<file path="src/hdl/xte_pkg.sv">
// ----------------------------------------------------------------------------
// xte_pkg: shared types and constants for the XML text escaper
// Command codes passed from the classifier to the expander, plus the
// entity spelling tables.
// ----------------------------------------------------------------------------
package xte_pkg;

  // Character codes
  localparam logic [7:0] CH_NUL     = 8'h00;
  localparam logic [7:0] CH_TAB     = 8'h09;
  localparam logic [7:0] CH_LF      = 8'h0A;
  localparam logic [7:0] CH_CR      = 8'h0D;
  localparam logic [7:0] CH_SPACE   = 8'h20;
  localparam logic [7:0] CH_AMP     = 8'h26;
  localparam logic [7:0] CH_LT      = 8'h3C;
  localparam logic [7:0] CH_GT      = 8'h3E;
  localparam logic [7:0] CH_QUOTE   = 8'h22;
  localparam logic [7:0] CH_RBRACK  = 8'h5D;
  localparam logic [7:0] CH_SEMI    = 8'h3B;

  // Index into an entity spelling; longest spelling is seven bytes
  localparam int unsigned IDX_W = 3;

  typedef enum logic [2:0] {
    CMD_PASS,
    CMD_AMP,
    CMD_LT,
    CMD_QUOTE,
    CMD_GT,
    CMD_FAIL
  } xte_kind_t;

  typedef struct packed {
    xte_kind_t  kind;
    logic [7:0] data;
  } xte_cmd_t;

  // Number of output bytes a command expands to
  function automatic logic [IDX_W-1:0] ent_len(input xte_kind_t kind);
    logic [IDX_W-1:0] len;
    unique case (kind)
      CMD_AMP:   len = IDX_W'(5);
      CMD_LT:    len = IDX_W'(4);
      CMD_GT:    len = IDX_W'(4);
      CMD_QUOTE: len = IDX_W'(7);
      default:   len = IDX_W'(1);
    endcase
    return len;
  endfunction

  // Output byte at position idx of a command's expansion
  function automatic logic [7:0] ent_char(input xte_kind_t kind,
                                          input logic [IDX_W-1:0] idx,
                                          input logic [7:0] data);
    logic [7:0] ch;
    ch = CH_NUL;
    unique case (kind)
      CMD_PASS: ch = data;
      CMD_FAIL: ch = CH_NUL;
      CMD_AMP: begin
        unique case (idx)
          3'd0:    ch = CH_AMP;
          3'd1:    ch = 8'h61;  // a
          3'd2:    ch = 8'h6D;  // m
          3'd3:    ch = 8'h70;  // p
          default: ch = CH_SEMI;
        endcase
      end
      CMD_LT: begin
        unique case (idx)
          3'd0:    ch = CH_AMP;
          3'd1:    ch = 8'h6C;  // l
          3'd2:    ch = 8'h74;  // t
          default: ch = CH_SEMI;
        endcase
      end
      CMD_GT: begin
        unique case (idx)
          3'd0:    ch = CH_AMP;
          3'd1:    ch = 8'h67;  // g
          3'd2:    ch = 8'h74;  // t
          default: ch = CH_SEMI;
        endcase
      end
      CMD_QUOTE: begin
        unique case (idx)
          3'd0:    ch = CH_AMP;
          3'd1:    ch = 8'h71;  // q
          3'd2:    ch = 8'h75;  // u
          3'd3:    ch = 8'h6F;  // o
          3'd4:    ch = 8'h74;  // t
          3'd5:    ch = 8'h65;  // e
          default: ch = CH_SEMI;
        endcase
      end
      default: ch = CH_NUL;
    endcase
    return ch;
  endfunction

endpackage

</file>
<file path="src/hdl/xte_in_if.sv">
// ----------------------------------------------------------------------------
// xte_in_if: input byte channel
// Valid/ready channel carrying one text byte and its mode flag per item.
// ----------------------------------------------------------------------------
interface xte_in_if;
  logic       valid;
  logic       ready;
  logic [7:0] text_byte;
  logic       content_mode;

  modport source (output valid, output text_byte, output content_mode, input ready);
  modport sink   (input valid, input text_byte, input content_mode, output ready);
endinterface

</file>
<file path="src/hdl/xte_out_if.sv">
// ----------------------------------------------------------------------------
// xte_out_if: escaped output channel
// Valid/ready channel carrying one escaped byte and its flags per item.
// ----------------------------------------------------------------------------
interface xte_out_if;
  logic       valid;
  logic       ready;
  logic [7:0] out_byte;
  logic       last_of_run;
  logic       failed;

  modport source (output valid, output out_byte, output last_of_run, output failed,
                  input ready);
  modport sink   (input valid, input out_byte, input last_of_run, input failed,
                  output ready);
endinterface

</file>
<file path="src/hdl/xml_text_escaper.sv">
// ----------------------------------------------------------------------------
// xml_text_escaper: XML text escaping engine
// Escapes a byte stream for element content or attribute values, expanding
// special characters into entities and flagging forbidden control bytes.
// ----------------------------------------------------------------------------
//
//  channel   dir  payload                           item
//  in_chan   in   text_byte[7:0], content_mode      one source byte
//  out_chan  out  out_byte[7:0], last_of_run, failed one escaped byte
//
// Expansion: an ordinary byte gives one output byte in the expander; an entity
// gives one output byte per byte of its spelling (4 for &lt; and &gt;, 5 for &amp;, 7 for
// &quote;). The expander's single output byte per cycle, unless out_chan stalls, sets the rate.
// The classifier accepts one byte per cycle while the command queue
// (QUEUE_DEPTH entries) has room; end-of-string bytes and bytes after a
// failure are absorbed without entering the queue.
// Reset: synchronous, active low; clears bracket history, failure, queue
// and output stage.
// Stalls: out_chan.ready low holds the output stage; the queue then fills
// and in_chan.ready falls.
// ----------------------------------------------------------------------------
module xml_text_escaper #(
  parameter int unsigned QUEUE_DEPTH = 4
) (
  input  logic      clk,
  input  logic      rst_n,
  xte_in_if.sink    in_chan,
  xte_out_if.source out_chan
);

  logic              push;
  logic              push_ready;
  logic              pop;
  logic              head_valid;
  xte_pkg::xte_cmd_t push_cmd;
  xte_pkg::xte_cmd_t head_cmd;

  // Classify incoming bytes
  xte_front u_front (
    .clk     (clk),
    .rst_n   (rst_n),
    .in_chan (in_chan),
    .q_push  (push),
    .q_cmd   (push_cmd),
    .q_ready (push_ready)
  );

  // Decouple classifier from expander
  xte_fifo #(
    .DEPTH (QUEUE_DEPTH)
  ) u_fifo (
    .clk        (clk),
    .rst_n      (rst_n),
    .push       (push),
    .push_cmd   (push_cmd),
    .push_ready (push_ready),
    .pop        (pop),
    .head_valid (head_valid),
    .head_cmd   (head_cmd)
  );

  // Expand commands into output bytes
  xte_back u_back (
    .clk      (clk),
    .rst_n    (rst_n),
    .q_valid  (head_valid),
    .q_cmd    (head_cmd),
    .q_pop    (pop),
    .out_chan (out_chan)
  );

endmodule

</file>
<file path="src/hdl/xte_front.sv">
// ----------------------------------------------------------------------------
// xte_front: input classifier
// Accepts text bytes, tracks the bracket history and sticky failure, and
// pushes one command per byte that produces output.
// ----------------------------------------------------------------------------
module xte_front (
  input  logic             clk,
  input  logic             rst_n,
  xte_in_if.sink           in_chan,
  output logic             q_push,
  output xte_pkg::xte_cmd_t q_cmd,
  input  logic             q_ready
);

  logic       prev_r, prev_nxt;
  logic       prev2_r, prev2_nxt;
  logic       fail_r, fail_nxt;
  logic       accept;
  logic       forbidden;
  logic [7:0] b;

  assign b         = in_chan.text_byte;
  assign in_chan.ready = q_ready;
  assign accept    = in_chan.valid && q_ready;

  // Flag control bytes other than NUL, tab, line feed and carriage return
  assign forbidden = (b != xte_pkg::CH_NUL) && (b < xte_pkg::CH_SPACE) &&
                     (b != xte_pkg::CH_TAB) && (b != xte_pkg::CH_LF) &&
                     (b != xte_pkg::CH_CR);

  // Classify the byte into a command
  always_comb begin
    q_cmd.data = b;
    priority if (forbidden)
      q_cmd.kind = xte_pkg::CMD_FAIL;
    else if (b == xte_pkg::CH_AMP)
      q_cmd.kind = xte_pkg::CMD_AMP;
    else if (b == xte_pkg::CH_LT)
      q_cmd.kind = xte_pkg::CMD_LT;
    else if (b == xte_pkg::CH_QUOTE && !in_chan.content_mode)
      q_cmd.kind = xte_pkg::CMD_QUOTE;
    else if (b == xte_pkg::CH_GT && in_chan.content_mode && prev_r && prev2_r)
      q_cmd.kind = xte_pkg::CMD_GT;
    else
      q_cmd.kind = xte_pkg::CMD_PASS;
  end

  // Drop end-of-string bytes and everything after a failure
  assign q_push = accept && !fail_r && (b != xte_pkg::CH_NUL);

  // Advance bracket history and failure state
  always_comb begin
    prev_nxt  = prev_r;
    prev2_nxt = prev2_r;
    fail_nxt  = fail_r;
    if (accept && !fail_r) begin
      if (b == xte_pkg::CH_NUL) begin
        prev_nxt  = 1'b0;
        prev2_nxt = 1'b0;
      end else if (forbidden) begin
        fail_nxt = 1'b1;
      end else begin
        prev2_nxt = prev_r;
        prev_nxt  = (b == xte_pkg::CH_RBRACK);
      end
    end
  end

  always_ff @(posedge clk) begin
    if (!rst_n) begin
      prev_r  <= 1'b0;
      prev2_r <= 1'b0;
      fail_r  <= 1'b0;
    end else begin
      prev_r  <= prev_nxt;
      prev2_r <= prev2_nxt;
      fail_r  <= fail_nxt;
    end
  end

  // Failure stays set until reset
  a_fail_sticky: assert property (@(posedge clk) disable iff (!rst_n)
    fail_r |=> fail_r)
    else $error("failure flag cleared without reset");

endmodule

</file>
<file path="src/hdl/xte_fifo.sv">
// ----------------------------------------------------------------------------
// xte_fifo: command queue
// Small register queue between classifier and expander; head is read
// combinationally.
// ----------------------------------------------------------------------------
module xte_fifo #(
  parameter int unsigned DEPTH = 4
) (
  input  logic              clk,
  input  logic              rst_n,
  input  logic              push,
  input  xte_pkg::xte_cmd_t push_cmd,
  output logic              push_ready,
  input  logic              pop,
  output logic              head_valid,
  output xte_pkg::xte_cmd_t head_cmd
);

  localparam int unsigned PW = (DEPTH > 1) ? $clog2(DEPTH) : 1;
  localparam int unsigned CW = $clog2(DEPTH + 1);
  localparam logic [PW-1:0] LAST_PTR = PW'(DEPTH - 1);
  localparam logic [CW-1:0] FULL_CNT = CW'(DEPTH);

  xte_pkg::xte_cmd_t mem_r [DEPTH];
  logic [PW-1:0] wr_ptr_r, wr_ptr_nxt;
  logic [PW-1:0] rd_ptr_r, rd_ptr_nxt;
  logic [CW-1:0] cnt_r, cnt_nxt;
  logic          do_push, do_pop;

  assign push_ready = (cnt_r != FULL_CNT);
  assign head_valid = (cnt_r != '0);
  assign head_cmd   = mem_r[rd_ptr_r];
  assign do_push    = push && push_ready;
  assign do_pop     = pop && head_valid;

  // Advance pointers and occupancy
  always_comb begin
    wr_ptr_nxt = wr_ptr_r;
    rd_ptr_nxt = rd_ptr_r;
    cnt_nxt    = cnt_r;
    if (do_push) wr_ptr_nxt = (wr_ptr_r == LAST_PTR) ? '0 : wr_ptr_r + PW'(1);
    if (do_pop)  rd_ptr_nxt = (rd_ptr_r == LAST_PTR) ? '0 : rd_ptr_r + PW'(1);
    if (do_push && !do_pop)      cnt_nxt = cnt_r + CW'(1);
    else if (do_pop && !do_push) cnt_nxt = cnt_r - CW'(1);
  end

  always_ff @(posedge clk) begin
    if (!rst_n) begin
      wr_ptr_r <= '0;
      rd_ptr_r <= '0;
      cnt_r    <= '0;
    end else begin
      wr_ptr_r <= wr_ptr_nxt;
      rd_ptr_r <= rd_ptr_nxt;
      cnt_r    <= cnt_nxt;
    end
  end

  // Store pushed commands
  always_ff @(posedge clk) begin
    if (do_push) mem_r[wr_ptr_r] <= push_cmd;
  end

  // Occupancy never exceeds the depth
  a_cnt_bound: assert property (@(posedge clk) disable iff (!rst_n)
    cnt_r <= FULL_CNT)
    else $error("queue occupancy overflow");

endmodule

</file>
<file path="src/hdl/xte_back.sv">
// ----------------------------------------------------------------------------
// xte_back: entity expander
// Walks the head command one output byte per cycle, unless out_chan stalls, into a
// registered output stage and pops it after its last byte.
// ----------------------------------------------------------------------------
module xte_back (
  input  logic              clk,
  input  logic              rst_n,
  input  logic              q_valid,
  input  xte_pkg::xte_cmd_t q_cmd,
  output logic              q_pop,
  xte_out_if.source         out_chan
);

  logic [xte_pkg::IDX_W-1:0] idx_r, idx_nxt;
  logic                      valid_r, valid_nxt;
  logic [7:0]                byte_r, byte_nxt;
  logic                      last_r, last_nxt;
  logic                      failed_r, failed_nxt;
  logic                      load;
  logic                      at_end;

  assign load   = q_valid && (!valid_r || out_chan.ready);
  assign at_end = (idx_r == xte_pkg::ent_len(q_cmd.kind) - xte_pkg::IDX_W'(1));
  assign q_pop  = load && at_end;

  // Load the next expansion byte or drain the output stage
  always_comb begin
    idx_nxt    = idx_r;
    valid_nxt  = valid_r;
    byte_nxt   = byte_r;
    last_nxt   = last_r;
    failed_nxt = failed_r;
    if (load) begin
      valid_nxt  = 1'b1;
      byte_nxt   = xte_pkg::ent_char(q_cmd.kind, idx_r, q_cmd.data);
      last_nxt   = at_end;
      failed_nxt = (q_cmd.kind == xte_pkg::CMD_FAIL);
      idx_nxt    = at_end ? '0 : idx_r + xte_pkg::IDX_W'(1);
    end else if (out_chan.ready) begin
      valid_nxt = 1'b0;
    end
  end

  always_ff @(posedge clk) begin
    if (!rst_n) begin
      idx_r   <= '0;
      valid_r <= 1'b0;
    end else begin
      idx_r   <= idx_nxt;
      valid_r <= valid_nxt;
    end
    byte_r   <= byte_nxt;
    last_r   <= last_nxt;
    failed_r <= failed_nxt;
  end

  assign out_chan.valid       = valid_r;
  assign out_chan.out_byte    = byte_r;
  assign out_chan.last_of_run = last_r;
  assign out_chan.failed      = failed_r;

  // A partly expanded command stays at the queue head
  a_head_held: assert property (@(posedge clk) disable iff (!rst_n)
    (idx_r != '0) |-> q_valid)
    else $error("queue head lost mid-expansion");

  // A failure report is always a single-byte run
  a_fail_last: assert property (@(posedge clk) disable iff (!rst_n)
    (valid_r && failed_r) |-> last_r)
    else $error("failure report not marked last");

endmodule

</file>
<file path="src/flat_wrapper.sv">
// flat-port wrapper written by rule: the top's interface ports become plain ports
module xml_text_escaper_flat 
#(
  parameter int unsigned QUEUE_DEPTH = 4
)
  (clk, rst_n, in_chan_valid, in_chan_text_byte, in_chan_content_mode, in_chan_ready, out_chan_valid, out_chan_out_byte, out_chan_last_of_run, out_chan_failed, out_chan_ready);
  xte_in_if in_chan_i ();
  xte_out_if out_chan_i ();
  input  logic clk;
  input  logic rst_n;
  input wire logic [$bits(in_chan_i.valid)-1:0] in_chan_valid;
  input wire logic [$bits(in_chan_i.text_byte)-1:0] in_chan_text_byte;
  input wire logic [$bits(in_chan_i.content_mode)-1:0] in_chan_content_mode;
  output wire logic [$bits(in_chan_i.ready)-1:0] in_chan_ready;
  output wire logic [$bits(out_chan_i.valid)-1:0] out_chan_valid;
  output wire logic [$bits(out_chan_i.out_byte)-1:0] out_chan_out_byte;
  output wire logic [$bits(out_chan_i.last_of_run)-1:0] out_chan_last_of_run;
  output wire logic [$bits(out_chan_i.failed)-1:0] out_chan_failed;
  input wire logic [$bits(out_chan_i.ready)-1:0] out_chan_ready;
  assign in_chan_i.valid = in_chan_valid;
  assign in_chan_i.text_byte = in_chan_text_byte;
  assign in_chan_i.content_mode = in_chan_content_mode;
  assign in_chan_ready = in_chan_i.ready;
  assign out_chan_valid = out_chan_i.valid;
  assign out_chan_out_byte = out_chan_i.out_byte;
  assign out_chan_last_of_run = out_chan_i.last_of_run;
  assign out_chan_failed = out_chan_i.failed;
  assign out_chan_i.ready = out_chan_ready;
  xml_text_escaper #(.QUEUE_DEPTH(QUEUE_DEPTH)) u_core (.clk(clk), .rst_n(rst_n), .in_chan(in_chan_i), .out_chan(out_chan_i));
endmodule
</file>
<file path="config.mk">
export PLATFORM = sky130hd
export DESIGN_NAME = xml_text_escaper_flat
export DESIGN_NICKNAME = d
export VERILOG_FILES = /design/src/hdl/xte_pkg.sv /design/src/hdl/xte_in_if.sv /design/src/hdl/xte_out_if.sv /design/src/hdl/xml_text_escaper.sv /design/src/hdl/xte_front.sv /design/src/hdl/xte_fifo.sv /design/src/hdl/xte_back.sv /design/src/flat_wrapper.sv
export SDC_FILE = /design/constraint.sdc
export NUM_CORES = 1
export LEC_CHECK = 0
export BUFFER_PORTS_ARGS = -buffer_cell sky130_fd_sc_hd__buf_2
export CAP_MARGIN = 40
export CORE_ASPECT_RATIO = 1.5
export CORE_MARGIN = 2
export CORE_UTILIZATION = 40
export CTS_CLUSTER_DIAMETER = 100
export DETAILED_ROUTE_END_ITERATION = 10
export GPL_ROUTABILITY_DRIVEN = 0
export PLACE_DENSITY = 0.58
export SLEW_MARGIN = 20
export SYNTH_ARGS = -nofsm -noshare
export SYNTH_HDL_FRONTEND = slang
export SYNTH_SLANG_ARGS = --single-unit
</file>
<file path="constraint.sdc">
create_clock -name clk -period 3.3 [get_ports clk]
set_clock_uncertainty 0.1 [all_clocks]
set_input_delay 0.495 -clock clk [delete_from_list [all_inputs] [get_ports clk]]
set_output_delay 0.495 -clock clk [all_outputs]
set_load 0.01 [all_outputs]
</file>
## Yosys cells after proc, flatten, opt, wreduce, memory -nomap -nowiden

Memories as Yosys holds them, arrays and structs flattened. A register that Yosys moved wholly into a read port is not among the register bits.
Index checks and enable logic that the tools add are counted.

- Word-level logic and storage cells: 102
- Input port bits: 13
- Memories kept: 1
- Register bits after elaboration: 24
- RAM bits: 44

- Add/subtract/negate cells: 6
- Eq/ne operators: 23
- Muxes and demuxes: 26
- Reductions and logical operators: 33
- Bitwise gates (word level): 1
- $lt $le $gt $ge: 1

Memory list:

| memory | words | bits a word | rd ports | clocked after memory_dff | wr ports | line | text |
|---|---|---|---|---|---|---|---|
| u_core.u_fifo.mem_r | 4 | 11 | 1 | 1 | 1 | xte_fifo.sv:24 | `xte_pkg::xte_cmd_t mem_r [DEPTH];` |

Operators by type and width:

| operator | number |
|---|---|
| $pmux W7 S3 | 2 |
| $pmux W7 S6 | 1 |
| $pmux W8 S5 | 1 |
| $eq A8 B6 Y1 const B | 4 |
| $pmux W7 S4 | 1 |
| $mux W3 | 8 |
| $ne A8 B4 Y1 const B | 3 |
| $logic_and A1 B1 Y1 | 17 |
| $eq A3 B2 Y1 const B | 4 |
| $eq A3 B3 Y1 const B | 4 |
| $pmux W3 S3 | 1 |
| $eq A8 B7 Y1 const B | 1 |
| $logic_not A8 Y1 | 1 |
| $lt A8 B6 Y1 const B | 1 |
| $mux W1 | 8 |
| $mux W2 | 4 |
| $reduce_bool A8 Y1 | 1 |
| $add A3 B1 Y3 const B | 2 |
| $eq A3 B1 Y1 const B | 2 |
| $logic_not A3 Y1 | 2 |
| $sub A3 B1 Y3 const B | 2 |
| $logic_not A1 Y1 | 5 |
| $add A2 B1 Y2 const B | 2 |
| $eq A2 B2 Y1 const B | 2 |
| other kinds (10) | 11 |

## Logic depth before layout (Yosys ltp)

Gate-level depths: netlist of run 1.

- Depth after elaboration: 10
- Mapped depth: 14
- Depth with buffers taken out: 12

## Cells and area by module

Synthesis of run 1 repeated with hierarchy kept, for this count alone.

- Cell total of the unflattened synthesis: 291
- Area total of the unflattened synthesis: 3,584.7 µm²

Modules (own cells, without submodules):

| module | instances | cells an instance | seq. area each (µm²) | area each (µm²) |
|---|---|---|---|---|
| xte_fifo | 1 | 108 | 1,501.4 | 2,063.2 |
| xte_back | 1 | 131 | 380.4 | 1,149.9 |
| xte_front | 1 | 52 | 60.1 | 371.6 |

## Least setup slack after synthesis of run 1

No wires, ideal clock.

- Kind: register to register
- Start: register with a tool-made name
- End: register u_core.u_fifo.cnt_r[2]
- Cell stages (with the launch flop): 15
- Path slack: -0.054 ns
- Setup time: 0.076 ns
- Path buffers: 2
- Arrival time: 3.178 ns
- Path through: dfxtp_1 -> buf_6 -> mux4_2 -> xnor2_1 -> nor4_1 -> or3_1 -> buf_6 -> and2_4 -> inv_1 -> ha_1 -> inv_1 -> fa_1 -> xor2_1 -> or3_1 -> a21boi_0

RTL lines:

| element | line | text |
|---|---|---|
| end signal, assigned | xte_fifo.sv:55 | `cnt_r <= cnt_nxt;` |
| end, declared | xte_fifo.sv:27 | `logic [CW-1:0] cnt_r, cnt_nxt;` |

==> results of run 1 <==
[critical path, stage by stage (launching register included)]
cell      delay [ns]
dfxtp_4         0.38
mux4_2          0.63
xnor2_2         0.22
nor4_1          0.08
or3_4           0.40
and2_4          0.17
inv_1           0.05
ha_2            0.19
inv_2           0.04
fa_2            0.32
xor2_1          0.15
or3_1           0.32
a21boi_2        0.11
[final cells by class]
type	instances	area [um2]	share of cell area
Multi-Input combinational cell	165	1330	0.334
Clock inverter	5	25.0	0.00630
Sequential cell	70	1950	0.490
Clock buffer	11	243	0.0611
Inverter	10	37.5	0.00945
Timing Repair Buffer	43	263	0.0662
Tap cell	105	131	0.0331
[layer usage]
metal | up-vias | GRT usage | part of all wire
li1 | 1065 | - | -
met1 | 1061 | 0.173 | 0.40
met2 | 41 | 0.282 | 0.54
met3 | 17 | 0.0304 | 0.027
met4 | 0 | 0.105 | 0.034
met5 | - | 0 | 0
[cell usage in the layout (no fill, tap or decap), drive strengths merged, types with 5 or more instances in the layout]
cell type   n
nor2       25
or3         6
dfxtp      16
clkinv      5
nor3        8
ha         12
nand2      13
buf        43
edfxtp     54
mux2i       5
mux4       12
and2        7
o21ai      14
clkbuf     11
nand3       6
inv        10
a21oi       6
a31oi       5
nor2b       5
[state kept, by name, indices dropped and copies added, names as in the netlist, named ones only]
signal,flops
u_core.u_fifo.rd_ptr_r,2
u_core.u_back.out_chan.last_of_run,1
u_core.u_fifo.mem_r,44
u_core.u_fifo.cnt_r,3
u_core.u_back.out_chan.failed,1
u_core.u_back.out_chan.out_byte,8
u_core.u_back.idx_r,3
u_core.u_fifo.wr_ptr_r,2
u_core.u_front.prev_r,1
u_core.u_back.out_chan.valid,1
u_core.u_front.prev2_r,1
u_core.u_front.fail_r,1
[worst min path at each step]
stage / from / endpoint / slack, ns
final: in_chan_text_byte[7] / u_core.u_fifo.mem_r[3][7]$_DFFE_PP_ / 0.33
after global routing: in_chan_text_byte[7] / u_core.u_fifo.mem_r[2][7]$_DFFE_PP_ / 0.35
after CTS: in_chan_text_byte[7] / u_core.u_fifo.mem_r[3][7]$_DFFE_PP_ / 0.33
after detailed placement: u_core.u_front.fail_r$_SDFFE_PN0P_ / u_core.u_front.fail_r$_SDFFE_PN0P_ / 0.36
after global placement: u_core.u_front.fail_r$_SDFFE_PN0P_ / u_core.u_front.fail_r$_SDFFE_PN0P_ / 0.34
after floorplan: u_core.u_front.fail_r$_SDFFE_PN0P_ / u_core.u_front.fail_r$_SDFFE_PN0P_ / 0.33
[Yosys cell counts, types with 2 or more instances]
cell	instances	area [um2]
edfxtp_1	54	1620
nor2_1	25	93.8
dfxtp_1	16	320
nand2_1	13	48.8
ha_1	12	150
o21ai_0	11	55.1
inv_1	10	37.5
mux4_2	8	180
nor3_1	8	40.0
clkbuf_1	7	26.3
a21oi_1	6	30.0
and2_1	6	37.5
nand3_1	6	30.0
a31oi_1	5	31.3
mux2i_1	5	50.1
nor2b_1	5	31.3
or3_1	5	31.3
a211oi_1	4	30.0
a21boi_0	4	30.0
mux4_1	4	105
o21a_1	4	30.0
o22ai_1	4	25.0
buf_2	3	15.0
o32a_1	3	30.0
xnor2_1	3	26.3
buf_6	2	22.5
nand2b_1	2	12.5
nand4_1	2	12.5
nor3b_1	2	15.0
nor4_1	2	12.5
o21ai_2	2	17.5
o2bb2ai_1	2	17.5
[power by group]
part	switching [mW]	internal (mW)
Clock	0.342	0.521
Sequential	0.0884	1.18
Combinational	0.740	0.672
Total	1.17	2.37
[per-stage QoR]
step / worst slack [ns] / hold WS, ns / total power, mW
floorplan: 0.00447 / 0.332 / 2.22
global placement: 0.0972 / 0.340 / 2.60
detailed placement: 0.0439 / 0.358 / 2.60
CTS: 0.00764 / 0.329 / 3.48
global route: -0.0937 / 0.353 / 3.77
finish: 0.0599 / 0.328 / 3.54
[logic make-up (layout without fill, tap and decap cells)]
kind of cell | Yosys count | after routing | share of synthesized area
adder cells (fa/ha/maj) | 13 | 13 | 0.0511
AO/OA/AOI/OAI | 50 | 50 | 0.103
flip-flops | 70 | 70 | 0.583
buffers and inverters | 22 | 69 | 0.0304
AND/OR/NAND/NOR | 81 | 81 | 0.122
multiplexers | 17 | 17 | 0.101
XOR/XNOR | 4 | 4 | 0.0105
[timing repair]
action                                  4_1_cts  5_1_grt
endpoints found under the setup margin        0        2
buffers inserted                              0        4
resized for setup                             0        8
==> results_dict.tcl, run 1 <==
set metrics [dict create \
    status "complete, no violations" \
    cts-hold-fix-buffers 0 \
    cp-endpoint "u_core.u_fifo.cnt_r[2]$_SDFFE_PN0P_" \
    synthCells 257 \
    antenna_found_initial 0 \
    critical_path.endpoint_type "flip-flop" \
    grt_usage 0.160 \
    crit_type "flip-flop to flip-flop" \
    finalCriticalPeriod_ns 3.24 \
    finalNetCount 325 \
    worst_ir_drop_vdd_mv 0.404 \
    fin_crit_sh 0.982 \
    power_density_nw_per_um2 892 \
    die_h_um 116 \
    synth_edf_count 54 \
    setup_tns_ns 0 \
    max-cap-violations 0 \
    fmax_ghz 0.309 \
    hold_violations 0 \
    cts.path.max_buffers 2 \
    cts-root-buf "clkbuf_16" \
    reg2reg_depth 12 \
    whs_path_depth 1 \
    max_slew_margin 0.591 \
    r2r_setup_slack_ns 0.06 \
    area_growth_pct 19.2 \
    num_rows 40 \
    r2r-end "u_core.u_fifo.cnt_r[2]$_SDFFE_PN0P_" \
    worstMarginPinSlew_ns 0.613 \
    fin_util 0.493 \
    vias 2184 \
    diodes 0 \
    drv_slew 0 \
    crit_required_ns 3.47 \
    initial_core_util 0.413 \
    remaining_drc_errors 0 \
    crit_path_start_kind "flip-flop" \
    netlist-cell-type-count 44 \
    viasPerCell 5.34 \
    synth_flop_cell "edfxtp_1" \
    core_um2 8060 \
    placed_cell_area_um2 3640 \
    numCtsBuffers 9 \
    rsz0062_at_grt "true" \
    hpwl_um 4590 \
    setup_viol 0 \
    ys_async_sr_fraction 0 \
    fillerInstances 705 \
    hp-class "input port to flip-flop" \
    ys_ff_latch 70 \
    final_cell_count_no_fill 409 \
    cts_tree "built" \
    pin_count 25 \
    ys_seq_area_frac 0.583 \
    grt-ovfl-total 0 \
    syn-cell-area_um2 3330 \
    fin_area_um2 3970 \
    p_leak_nw 1.44 \
    firstDrtPassIters 5 \
    drtIter0Drc 130 \
    yosysWarningCount 0 \
    drive_gt1_frac 0.266 \
    antenna_left 0 \
    arrival_ns 3.41 \
    clk_latency_ns 0.33 \
    cts_sinks 70 \
    avgSynthCellArea_um2 13.0 \
    grt_pass1_wl_um 10700 \
    placed_cells 389 \
    grt_max_degree 19 \
    grt_pass1_vias 2165 \
    crit_fanout 6 \
    die_w_um 78.5 \
    cts.clk_slew.worst_paths_ns 0.06 \
    routed_wl_um 6520 \
    syn-num-nets 283 \
    port_buffers 24 \
    htree_levels 3 \
    wl_per_cell_um 16.0 \
    die_area_um2 9090 \
]
(Power assumes the default switching activity.)
==> inputs of run 2 (changes only) <==
--- a/config.mk
+++ b/config.mk
@@ -9,12 +9,13 @@
 export CAP_MARGIN = 40
 export CORE_ASPECT_RATIO = 1.5
 export CORE_MARGIN = 2
-export CORE_UTILIZATION = 40
+export CORE_UTILIZATION = 45
 export CTS_CLUSTER_DIAMETER = 100
 export DETAILED_ROUTE_END_ITERATION = 10
 export GPL_ROUTABILITY_DRIVEN = 0
-export PLACE_DENSITY = 0.58
+export PLACE_DENSITY = 0.61
 export SLEW_MARGIN = 20
 export SYNTH_ARGS = -nofsm -noshare
 export SYNTH_HDL_FRONTEND = slang
+export SYNTH_HIERARCHICAL = 1
 export SYNTH_SLANG_ARGS = --single-unit
==> constraint.sdc (replaced) <==
create_clock -name clk -period 3.43 [get_ports clk]
set_clock_uncertainty 0.1 [all_clocks]
set_input_delay 0.5145 -clock clk [delete_from_list [all_inputs] [get_ports clk]]
set_output_delay 0.5145 -clock clk [all_outputs]
set_load 0.01 [all_outputs]
==> results_dict.tcl, run 2 <==
set metrics [dict create \
    whs_path_depth 2 \
    crit_fanout 5 \
    wl_met1_um 2690 \
    core_um2 7660 \
    antenna_found_initial 0 \
    largest_reg_flops 44 \
    r2r-end "u_core/u_fifo/cnt_r[2]$_SDFFE_PN0P_" \
    post-synth-top-count-cell "edfxtp_1" \
    crit_path_cell_trace "mux4_2, o21ai_0, or3_1, a31oi_4, and2_4, o31ai_4, ha_2, inv_1, fa_1, xor2_1, or3_2, a21boi_1" \
    fin_crit_sh 0.960 \
    yosysWarningCount 6 \
    initial_core_util 0.468 \
    path_buf_inv 1 \
    max_slew_margin 0.620 \
    clk_latency_ns 0.33 \
    netlist-cell-type-count 59 \
    status "complete, no violations" \
    placed_cells 407 \
    synth_compound_area_frac 0.133 \
    netlist_top_cells_area "edfxtp_1, dfxtp_1, mux4_2" \
    viasPerCell 5.57 \
    drv_slew 0 \
    grt-ovfl-total 0 \
    numCtsBuffers 9 \
    cts.clk_slew.worst_paths_ns 0.05 \
    drtIter0Drc 166 \
    p_leak_nw 1.44 \
    whs_ns 0.341 \
    pin_count 25 \
    yosys.area.top_type "edfxtp_1" \
    synth_top_family_by_area "compound AO/OA/AOI/OAI gates" \
    synth_edf_count 54 \
    route.met3.wl_um 216 \
    setup_tns_ns 0 \
    grt_max_degree 21 \
    synth_flop_cell "edfxtp_1" \
    synth-adder-area-share 0.0440 \
    syn-cell-area_um2 3580 \
    crit_required_ns 3.59 \
    routed_wl_um 6880 \
    arrival_ns 3.45 \
    diodes 0 \
    rsz0062_at_grt "false" \
    die_w_um 76.9 \
    final_cell_mix "edfxtp_1, buf_2, nand2_1" \
    wl_met2_um 3880 \
    grt_pass1_wl_um 11700 \
    fmax_ghz 0.304 \
    syn-num-nets 316 \
    worstMarginPinSlew_ns 0.566 \
    finalCriticalPeriod_ns 3.29 \
    cts.path.max_buffers 2 \
    slowest_delay_ns 0.58 \
    area_growth_pct 14.3 \
    synthCells 291 \
    synth_top_area_frac 0.452 \
    worst_ir_drop_vdd_mv 0.392 \
    max-cap-violations 0 \
    antenna_left 0 \
    hpwl_um 4950 \
    ys_ff_latch 70 \
    top_register "u_core/u_fifo/mem_r" \
    cts_sinks 70 \
    ys_async_sr_fraction 0 \
    r2r_setup_slack_ns 0.14 \
    synth_xor_area_frac 0.0171 \
    grt_usage 0.176 \
    crit_path_start_kind "flip-flop" \
    hp-start "u_core/u_front/fail_r$_SDFFE_PN0P_" \
    ys_seq_area_frac 0.542 \
    die_h_um 113 \
    fillerInstances 664 \
    drive_gt1_frac 0.259 \
    avgSynthCellArea_um2 12.3 \
    reg2reg_depth 12 \
    netlist_top_cells_count "edfxtp_1, nand2_1, dfxtp_1, o21ai_0, nor2_1" \
    num_rows 39 \
    critPathTopFamily "simple AND/OR/NAND/NOR gates" \
    cts-hold-fix-buffers 0 \
    crit_type "flip-flop to flip-flop" \
    final_common_cell "edfxtp_1" \
    holdPathEnd "u_core/u_front/fail_r$_SDFFE_PN0P_" \
    grt_pass1_vias 2314 \
    highest_layer "met4" \
    power_density_nw_per_um2 879 \
    finalNetCount 342 \
    yosys.area_share.simple 0.130 \
    remaining_drc_errors 0 \
    hold_violations 0 \
    die_area_um2 8710 \
    hp-class "flip-flop to flip-flop" \
    port_buffers 24 \
    setup_viol 0 \
    cts_tree "built" \
    firstDrtPassIters 4 \
    cts-root-buf "clkbuf_16" \
    critical_path.endpoint_type "flip-flop" \
    vias 2357 \
    crit_slowest_cell "mux4_2" \
    synth_mux_area_frac 0.0778 \
    final_cell_count_no_fill 423 \
    htree_levels 3 \
    wl_per_cell_um 16.3 \
]
-- run 2: timing repair --
action | 4_1_cts | 5_1_grt
endpoints found under the setup margin | 0 | 1
setup buffers | 0 | 1
resized for setup | 0 | 4
endpoints found under the hold margin | 0 | 0
-- run 2: power breakdown --
| group | leakage, nW | total (mW) | switching [mW] | internal, mW |
|---|---|---|---|---|
| combinational | 0.681 | 1.51 | 0.825 | 0.687 |
| sequential | 0.633 | 1.27 | 0.107 | 1.17 |
| clock | 0.123 | 0.815 | 0.318 | 0.496 |
| total | 1.44 | 3.60 | 1.25 | 2.35 |
-- run 2: per-layer routing --
layer,GRT usage,up-vias
met3,0.0399,10
met5,0,-
li1,-,1153
met1,0.185,1144
met2,0.325,50
met4,0.0873,0
-- run 2: logic make-up after synthesis --
group	count (synthesis)
AOI/OAI and AO/OA	67
xor gates and xnor gates	7
and+or+nand+nor	84
adders and majority gates	12
DFF	70
buffers and inverters	37
muxes	14
-- run 2: worst max-delay path by stage --
stage,cells after the start,end,start,slack [ns]
floorplan,14,u_core/u_fifo/cnt_r[2]$_SDFFE_PN0P_,flip-flop,0.01
global placement,12,u_core/u_fifo/cnt_r[2]$_SDFFE_PN0P_,flip-flop,0.16
detailed placement,12,u_core/u_fifo/cnt_r[2]$_SDFFE_PN0P_,flip-flop,0.06
CTS,12,u_core/u_fifo/cnt_r[2]$_SDFFE_PN0P_,flip-flop,0.05
global route,12,u_core/u_fifo/cnt_r[2]$_SDFFE_PN0P_,flip-flop,0.02
finish,12,u_core/u_fifo/cnt_r[2]$_SDFFE_PN0P_,flip-flop,0.14
-- run 2: area by class of cell --
type                            instances  area [um2]  area share
Sequential cell                        70        1950       0.475
Multi-Input combinational cell        184        1470       0.360
Timing Repair Buffer                   40         240      0.0586
Clock buffer                           10         239      0.0583
Tap cell                              102         128      0.0311
Inverter                               12        45.0      0.0110
Clock inverter                          5        26.3     0.00641
-- run 2: through the flow --
| stage | setup slack [ns] | power (mW) | utilization | area, um2 |
|---|---|---|---|---|
| detailed placement | 0.0638 | 2.78 | 0.498 | 3810 |
| finish | 0.138 | 3.60 | 0.535 | 4100 |
| global placement | 0.155 | 2.76 | 0.498 | 3810 |
| floorplan | 0.0134 | 2.40 | - | 3630 |
| global route | 0.0172 | 3.84 | 0.535 | 4100 |
| CTS | 0.0484 | 3.61 | 0.532 | 4080 |
-- run 2: worst register-to-register path, stage by stage (launching register included) --
cell and delay (ns):
dfxtp_4 0.38, mux4_2 0.58, o21ai_0 0.25, or3_1 0.18, a31oi_4 0.09, and2_4 0.18, o31ai_4 0.07, ha_2 0.25
inv_1 0.05, fa_1 0.38, xor2_1 0.16, or3_2 0.41, a21boi_1 0.14
==> inputs of run 3 (changes only) <==
--- a/config.mk
+++ b/config.mk
@@ -5,6 +5,7 @@
 export SDC_FILE = /design/constraint.sdc
 export NUM_CORES = 1
 export LEC_CHECK = 0
+export ABC_AREA = 1
 export BUFFER_PORTS_ARGS = -buffer_cell sky130_fd_sc_hd__buf_2
 export CAP_MARGIN = 40
 export CORE_ASPECT_RATIO = 1.5
==> results_dict.tcl, run 3 <==
set metrics [dict create \
    largest_reg_flops 44 \
    max-cap-violations 0 \
    setup_tns_ns 0 \
    use_met2 0.323 \
    crit_fanout 12 \
    area_growth_pct 14.6 \
    yosysWarningCount 6 \
    ys_async_sr_fraction 0 \
    final_cell_mix "nor2_1, edfxtp_1, nand2_1" \
    finalNetCount 429 \
    synth_top_family_by_area "simple AND/OR/NAND/NOR gates" \
    remaining_drc_errors 0 \
    netlist-cell-type-count 33 \
    port_buffers 24 \
    cts-root-buf "clkbuf_16" \
    hpwl_um 5160 \
    crit_type "flip-flop to flip-flop" \
    crit_path_start_kind "flip-flop" \
    grt_max_degree 13 \
    fillerInstances 688 \
    die_h_um 113 \
    worstMarginPinSlew_ns 0.711 \
    synth_mux_area_frac 0 \
    yosys.area.top_type "edfxtp_1" \
    routed_wl_um 7130 \
    synth_edf_count 54 \
    cts.path.max_buffers 2 \
    cts_tree "built" \
    initial_core_util 0.465 \
    synthCells 375 \
    die_w_um 76.4 \
    netlist_top_cells_area "edfxtp_1, dfxtp_1, nor2_1" \
    gr-usage-met1 0.191 \
    avgSynthCellArea_um2 9.45 \
    grt_pass1_vias 2549 \
    grt_usage 0.182 \
    core_um2 7610 \
    diodes 0 \
    synth_xor_area_frac 0.00247 \
    yosys.area_share.simple 0.214 \
    drv_slew 0 \
    fin_crit_sh 0.901 \
    antenna_left 0 \
    die_area_um2 8610 \
    grt-ovfl-total 0 \
    fmax_ghz 0.324 \
    setup_ws_ns 0.341 \
    arrival_ns 3.21 \
    cts-hold-fix-buffers 0 \
    status "complete, no violations" \
    worst_ir_drop_vdd_mv 0.389 \
    hold_violations 0 \
    synth_top_area_frac 0.458 \
    critical_path.endpoint_type "flip-flop" \
    syn-num-nets 400 \
    rsz0062_at_grt "false" \
    clk_latency_ns 0.33 \
    ys_ff_latch 70 \
    drtIter0Drc 85 \
    antenna_found_initial 0 \
    num_rows 39 \
    max_slew_margin 0.520 \
    p_total_mw 3.85 \
    synth_compound_area_frac 0.105 \
    firstDrtPassIters 4 \
    postCtsResizedCells 0 \
    cts_sinks 70 \
    hp-class "input port to flip-flop" \
    setup_viol 0 \
    crit_required_ns 3.55 \
    place_ws_ns 0.406 \
    grt_pass1_wl_um 12000 \
    ys_seq_area_frac 0.548 \
    p_leak_nw 1.70 \
    numCtsBuffers 9 \
    post_cts_buffers 0 \
    wl_per_cell_um 13.9 \
    post-synth-top-count-cell "nor2_1" \
    drive_gt1_frac 0.210 \
    final_common_cell "nor2_1" \
    vias 2592 \
    viasPerCell 5.07 \
    synth-adder-area-share 0.0445 \
    power_density_nw_per_um2 949 \
    synth_flop_cell "edfxtp_1" \
    cts.clk_slew.worst_paths_ns 0.05 \
    finalCriticalPeriod_ns 3.09 \
    grt-busiest-layer "met2" \
    top_register "u_core/u_fifo/mem_r" \
    pin_count 25 \
    htree_levels 3 \
    netlist_top_cells_count "nor2_1, edfxtp_1, nand2_1, inv_1, o21ai_1" \
    syn-cell-area_um2 3540 \
    grtUsageMet3 0.0450 \
]
-- run 3: changes by cell type in the layout (fill, tap and decap cells not counted), sizes merged, moves of 6 or more --
cell	change
inv	+40
buf	-7
nor3	-6
and2	-7
nand4	+8
nand3	+12
o22ai	+7
o21ai	+21
nand2	+44
mux4	-11
nor2	+50
-- run 3: worst paths after layout --
check	start	endpoint	slack, ns	cells after the start
min	out_chan_ready	u_core/u_back/out_chan.valid$_SDFFE_PN0P_	0.36	4
min reg2reg	u_core/u_front/fail_r$_SDFFE_PN0P_	u_core/u_front/fail_r$_SDFFE_PN0P_	0.36	2
max reg2reg	flip-flop	u_core/u_fifo/cnt_r[1]$_SDFFE_PN0P_	0.34	16
max	flip-flop	u_core/u_fifo/cnt_r[1]$_SDFFE_PN0P_	0.34	16
-- run 3: worst max-delay path, cell delays in order (launching register included) --
cell     delay [ns]
dfxtp_1        0.53
inv_2          0.16
o21ai_1        0.16
o22ai_1        0.17
nor2_2         0.21
nand2_2        0.12
nand3_1        0.10
nand2_1        0.06
nor2_2         0.11
nand3_2        0.09
inv_1          0.12
nand2_4        0.07
ha_1           0.19
inv_1          0.09
fa_1           0.41
o21ai_0        0.20
nor2_1         0.06
-- run 3: layer usage --
layer,routed length [um],up-vias
li1,-,1314
met1,2780,1212
met2,3930,46
met3,176,20
met4,244,0
met5,0,-
-- run 3: cell type report --
class | instances | area (um2) | area share
Sequential cell | 70 | 1940 | 0.478
Multi-Input combinational cell | 237 | 1300 | 0.320
Clock buffer | 10 | 229 | 0.0564
Inverter | 53 | 199 | 0.0490
Timing Repair Buffer | 33 | 188 | 0.0462
Tap cell | 102 | 128 | 0.0314
Clock inverter | 6 | 76.3 | 0.0188
-- run 3: where the power goes --
group	internal, mW	switching [mW]	total (mW)	leakage [nW]
sequential	1.19	0.100	1.29	0.637
combinational	0.545	1.07	1.61	0.916
clock	0.627	0.322	0.948	0.149
total	2.36	1.49	3.85	1.70
-- run 3: cell families after synthesis --
logic type,Yosys count
AO/OA/AOI/OAI,67
XOR/XNOR,1
adder cells (fa/ha/maj),12
buffers and inverters,68
flip-flops,70
AND/OR/NAND/NOR,157
-- run 3: per-stage QoR --
step | utilization | area, um2 | instances | hold slack (ns)
4_1_cts | 0.533 | 4060 | 511 | 0.338
3_5_place_dp | 0.493 | 3750 | 495 | 0.354
3_3_place_gp | 0.493 | 3750 | 495 | 0.346
6_report | 0.533 | 4060 | 511 | 0.357
5_1_grt | 0.533 | 4060 | 511 | 0.350
2_1_floorplan | - | 3540 | 375 | 0.335
